===== src/hdl/vdp_pkg.sv =====
// ---------------------------------------------------------------------------
// vdp_pkg
// Shared types and constants for the display processor host port.
// ---------------------------------------------------------------------------
package vdp_pkg;

    localparam int ADDR_BITS_DEFAULT = 14;
    localparam int PTR_LOAD_BITS     = 14;   // width of a pointer load from the latch
    localparam int NUM_REGS          = 8;

    localparam logic [7:0] CTRL_REG_SEL  = 8'h80;  // second byte: register write
    localparam logic [7:0] STATUS_IRQ    = 8'h80;  // status interrupt flag
    localparam logic [7:0] REG1_IRQ_EN   = 8'h20;  // register 1 interrupt enable
    localparam logic [7:0] ADDR_HI_MASK  = 8'h3F;

    typedef enum logic [2:0] {
        OP_DATA_WR   = 3'd0,
        OP_DATA_RD   = 3'd1,
        OP_CTRL_WR   = 3'd2,
        OP_STATUS_RD = 3'd3,
        OP_FLAGS     = 3'd4
    } op_t;

    typedef struct packed {
        logic wr_en;
        logic rd_en;
    } vram_ctrl_t;

    typedef struct packed {
        logic       rd_mem;      // read data comes from video memory
        logic [7:0] rd_byte;     // status byte, or zero
        logic       reg_written;
        logic [2:0] reg_number;
        logic [7:0] reg_value;
        logic       irq;
    } vdp_result_t;

endpackage


===== src/hdl/vdp_host_regs.sv =====
// ---------------------------------------------------------------------------
// vdp_host_regs
// Control latch, address pointer, control registers and status byte.
// Decodes one item and produces its result fields and the memory access.
// ---------------------------------------------------------------------------
module vdp_host_regs #(
    parameter int ADDR_BITS = vdp_pkg::ADDR_BITS_DEFAULT
) (
    input  logic                   aclk,
    input  logic                   aresetn,
    input  logic                   accept,
    input  logic [2:0]             operation,
    input  logic [7:0]             data_in,
    output vdp_pkg::vram_ctrl_t    vram_ctrl,
    output logic [ADDR_BITS-1:0]   vram_addr,
    output vdp_pkg::vdp_result_t   result
);
    import vdp_pkg::*;

    logic [7:0]           regs_reg  [0:NUM_REGS-1];
    logic [7:0]           regs_next [0:NUM_REGS-1];
    logic [ADDR_BITS-1:0] ptr_reg, ptr_next;
    logic                 pending_reg, pending_next;
    logic [7:0]           latch_reg, latch_next;
    logic [7:0]           status_reg, status_next;
    logic [PTR_LOAD_BITS-1:0] ptr_load;

    assign ptr_load  = {data_in[5:0] & ADDR_HI_MASK[5:0], latch_reg};
    assign vram_addr = ptr_reg;

    always_comb begin
        for (int i = 0; i < NUM_REGS; i++) begin
            regs_next[i] = regs_reg[i];
        end
        ptr_next           = ptr_reg;
        pending_next       = pending_reg;
        latch_next         = latch_reg;
        status_next        = status_reg;
        vram_ctrl          = '0;
        result             = '0;

        case (operation)
            OP_DATA_WR: begin
                vram_ctrl.wr_en = accept;
                ptr_next        = ptr_reg + 1'b1;
                pending_next    = 1'b0;
            end
            OP_DATA_RD: begin
                vram_ctrl.rd_en = accept;
                result.rd_mem   = 1'b1;
                ptr_next        = ptr_reg + 1'b1;
                pending_next    = 1'b0;
            end
            OP_CTRL_WR: begin
                if (!pending_reg) begin
                    latch_next   = data_in;
                    pending_next = 1'b1;
                end else begin
                    pending_next = 1'b0;
                    if ((data_in & CTRL_REG_SEL) != 8'h00) begin
                        result.reg_written = 1'b1;
                        result.reg_number  = data_in[2:0];
                        result.reg_value   = latch_reg;
                        regs_next[data_in[2:0]] = latch_reg;
                    end else begin
                        ptr_next = ptr_load[ADDR_BITS-1:0];
                    end
                end
            end
            OP_STATUS_RD: begin
                result.rd_byte = status_reg;
                status_next    = status_reg & ~STATUS_IRQ;
                pending_next   = 1'b0;
            end
            OP_FLAGS: begin
                status_next = status_reg | data_in;
            end
            default: begin
            end
        endcase

        result.irq = ((status_next & STATUS_IRQ) != 8'h00) &&
                     ((regs_next[1] & REG1_IRQ_EN) != 8'h00);
    end

    always_ff @(posedge aclk) begin
        if (!aresetn) begin
            for (int i = 0; i < NUM_REGS; i++) begin
                regs_reg[i] <= '0;
            end
            ptr_reg     <= '0;
            pending_reg <= 1'b0;
            latch_reg   <= '0;
            status_reg  <= '0;
        end else if (accept) begin
            for (int i = 0; i < NUM_REGS; i++) begin
                regs_reg[i] <= regs_next[i];
            end
            ptr_reg     <= ptr_next;
            pending_reg <= pending_next;
            latch_reg   <= latch_next;
            status_reg  <= status_next;
        end
    end

endmodule


===== config.mk =====
export PLATFORM = sky130hd
export DESIGN_NAME = vdp_host_regs
export DESIGN_NICKNAME = d
export VERILOG_FILES = /design/src/hdl/vdp_pkg.sv /design/src/hdl/vdp_host_regs.sv
export SDC_FILE = /design/constraint.sdc
export NUM_CORES = 1
export LEC_CHECK = 0
export BUFFER_PORTS_ARGS = -buffer_cell sky130_fd_sc_hd__buf_4
export CORE_MARGIN = 2
export CORE_UTILIZATION = 45
export DETAILED_ROUTE_END_ITERATION = 7
export HOLD_SLACK_MARGIN = 0.1
export MAX_ROUTING_LAYER = met4
export PLACE_DENSITY = 0.71
export REMOVE_ABC_BUFFERS = 1
export SLEW_MARGIN = 10
export SYNTH_ARGS = -nofsm -noshare
export SYNTH_HDL_FRONTEND = slang
export SYNTH_SLANG_ARGS = --single-unit
export TNS_END_PERCENT = 30

===== constraint.sdc =====
create_clock -name aclk -period 1.9 [get_ports aclk]
set_input_delay 0.285 -clock aclk [delete_from_list [all_inputs] [get_ports aclk]]
set_output_delay 0.285 -clock aclk [all_outputs]
set_load 0.02 [all_outputs]

==> run_results.csv <==
group,metric,value,unit
floorplan,ios,52,
setup_path,reg2reg_depth,5,
layout,diodes,0,
routing,wl_per_cell,14.5,um
yosys,ys_types,43,
yosys,synth_area_leaders,"dfxtp_1 (34%), and2_1 (5.8%), mux2i_1 (5.4%)",
layout,largest_register_ffs,14,
timing,skew,0.00451,ns
routing,drt_iter0_drc,172,
setup_path,crit_path_max_fanout,13,
hold_path,min_to,"status_reg[6]",
floorplan,initial_core_util,46.4,%
routing,final_antenna_net_count,0,
clocking,postCtsSetupBuffers,0,
yosys,synth_warnings,0,
placed_design,postPlaceCellArea,0.00228,mm^2
global_routing,antenna_found_initial,0,
routing,vias_per_cell,5.43,
job,cap_violations,0,
setup_path,worst_setup_path_end_kind,"primary output",
layout,fin_util,59.7,%
hold_path,hold_start,"data_in[6]",
global_routing,grtUsageTotal,22.8,%
layout,syn_to_final_growth,28.7,%
global_routing,grt_pass1_vias,1605,
outcome,outcome,"complete, no violations",
setup_path,cp.arrival,1.51,ns
timing,worstMarginPinSlew,0.429,ns
layout,fin_area,0.00237,mm^2
yosys,synthSimpleGateAreaFrac,33.0,%
floorplan,fp.dieW,68.0,um
placed_design,gp_congestion,0.823,
timing,fin_crit_sh,94.3,%
setup_path,r2r_start,"vram_addr[1]",
yosys,synth_most_common_cell,"dfxtp_1",
timing,fmax,558,MHz
clocking,cts_tree,"yes",
routing,vias,1766,
setup_path,critPathLaunchType,"flip-flop",
yosys,ys.flop_type,"dfxtp_1",
layout,nNetsFinal,289,
global_routing,grt_max_degree,48,
yosys,ys_seq_elements,32,
clocking,cts_hold_buf,0,
yosys,synth_xor_area_share,0,%
clocking,post_cts_resize_count,1,
floorplan,core,0.00397,mm^2
timing,finalSetupViolations,0,
floorplan,rows,23,
global_routing,gr-total-overflow,0,
timing,period_needed,1.79,ns
yosys,synth_area,0.00184,mm^2
yosys,synthCells,224,
yosys,synth-compound-area-share,19.8,%
yosys,synth_top_family_by_area,"simple AND/OR/NAND/NOR gates",
yosys,synth_adder_area_share,0.679,%
setup_path,timing.setup.critical_path_class,"reg -> out",
timing,rsz0062_at_grt,"no",
layout,multi_input_area,0.00109,mm^2
global_routing,grt_pass1_wl,7590,um
yosys,seq_area_frac_synth,35.3,%
hold_path,whs_path_depth,3,
placed_design,numPortBuffers,51,
clocking,clk_path_buf_depth,2,
clocking,clk_pin_slew,0.07,ns
routing,drc,0,
layout,n_fill_cell,382,
clocking,cts_buffers,5,
pwr,leakage,1.05,nW
layout,regArea,651,um^2
hold_path,min_path_type,"in -> reg",
clocking,clock-sinks,32,
routing,detailedRoute.firstPassIterationCount,4,
timing,max_slew_margin,71.1,%
yosys,yosys.area.top_type_share,33.7,%
yosys,synth-edff-count,1,
yosys,synth_mux_area_share,5.43,%
setup_path,rr_endpoint,"vram_addr[12]",
routing,wirelength,4730,um
pwr,max-vdd-ir-drop,0.319,mV
placed_design,hpwl,3320,um
setup_path,reg2reg_slack,0.27,ns
layout,drive_above_1_share,25.5,%
pwr,power_density,596,mW/mm^2
timing,tns,0,ns
yosys,yosysTopAreaCell,"dfxtp_1",
timing,final_hold_viol_count,0,
floorplan,dieHeight,68.0,um
yosys,synth-async-reset-ratio,0,%
yosys,avgSynthCellArea,8.22,um^2
floorplan,fp.dieArea,0.00462,mm^2
timing,slew_violations,0,
clocking,cts-root-buf,"clkbuf_8",
clocking,h-tree-depth,2,
yosys,yosys-top-cells-count,"dfxtp_1 (31), and2_1 (17)",
clocking,clkLatencyLatePin,0.29,ns
setup_path,critical_path_required,1.62,ns
worst max-delay path by stage:
stage,endpoint,from,cells past startpoint,slack (ns)
6_report,result[0],pending_reg,5,0.11
5_1_grt,result[0],pending_reg,5,0.03
4_1_cts,result[0],pending_reg,5,0.11
3_5_place_dp,vram_addr[0],operation[0],6,0.26
3_3_place_gp,vram_addr[0],operation[0],6,0.29
2_1_floorplan,latch_reg[0],operation[2],4,-0.75
area by class of cell:
type,instances,share of cell area [%]
timing repair buffer,58,19.4
clock inverter,2,0.422
inverter,3,0.475
sequential,32,27.4
tap,50,2.64
multi-input combinational,174,46.1
clock buffer,6,3.48
critical path, stage by stage (launching register included):
cell and delay (ns):
dfxtp_1 0.36, and2_2 0.27, nand4_1 0.14, mux2i_1 0.21, nor2_1 0.07, buf_4 0.16
logic make-up after synthesis:
group | after synthesis
compound gates | 55
fa+ha+maj | 1
buf+inv | 18
flops | 32
mux | 10
simple gates | 108
where the power goes:
group | switching, mW | leakage (nW) | total [mW] | internal [mW]
clock network | 0.267 | 0.0510 | 0.556 | 0.289
logic | 0.0903 | 0.739 | 0.162 | 0.0718
registers | 0.00872 | 0.262 | 0.696 | 0.687
layer usage:
metal | vias up | GRT usage [%] | wire (um)
met5 | - | - | 0
met4 | 0 | 7.50 | 58
met3 | 7 | 5.59 | 218
met2 | 42 | 36.3 | 2250
met1 | 820 | 28.2 | 2200
li1 | 897 | - | -
cell usage in the layout, fill, tap and decap left out, drive strengths merged, types with 2 or more instances in the layout:
cell     count
nand2b       2
o31a         2
nand3        6
a21boi       7
a21o         2
and3        15
o21ai       14
clkbuf       6
a21oi       12
o211a        2
o21a         3
nand4        5
clkinv       2
o2bb2ai      2
nor4         2
o22ai        3
and2        17
nor3b        4
inv          3
or3b         2
mux2i       10
buf         58
dfxtp       31
nor2b       15
a22oi        5
nand2       15
nor3         6
nor2        15
stage by stage:
| step | hold WS [ns] | setup WS, ns | std cells | power [mW] |
|---|---|---|---|---|
| final | 0.250 | 0.108 | 325 | 1.41 |
| after floorplan | 0.403 | -0.752 | 209 | 0.785 |
| after global routing | 0.252 | 0.0328 | 325 | 1.47 |
| after detailed placement | 0.467 | 0.262 | 317 | 0.874 |
| after global placement | 0.463 | 0.286 | 317 | 0.873 |
| after CTS | 0.249 | 0.107 | 325 | 1.43 |
Note: power is estimated with default switching activity, not from simulation.
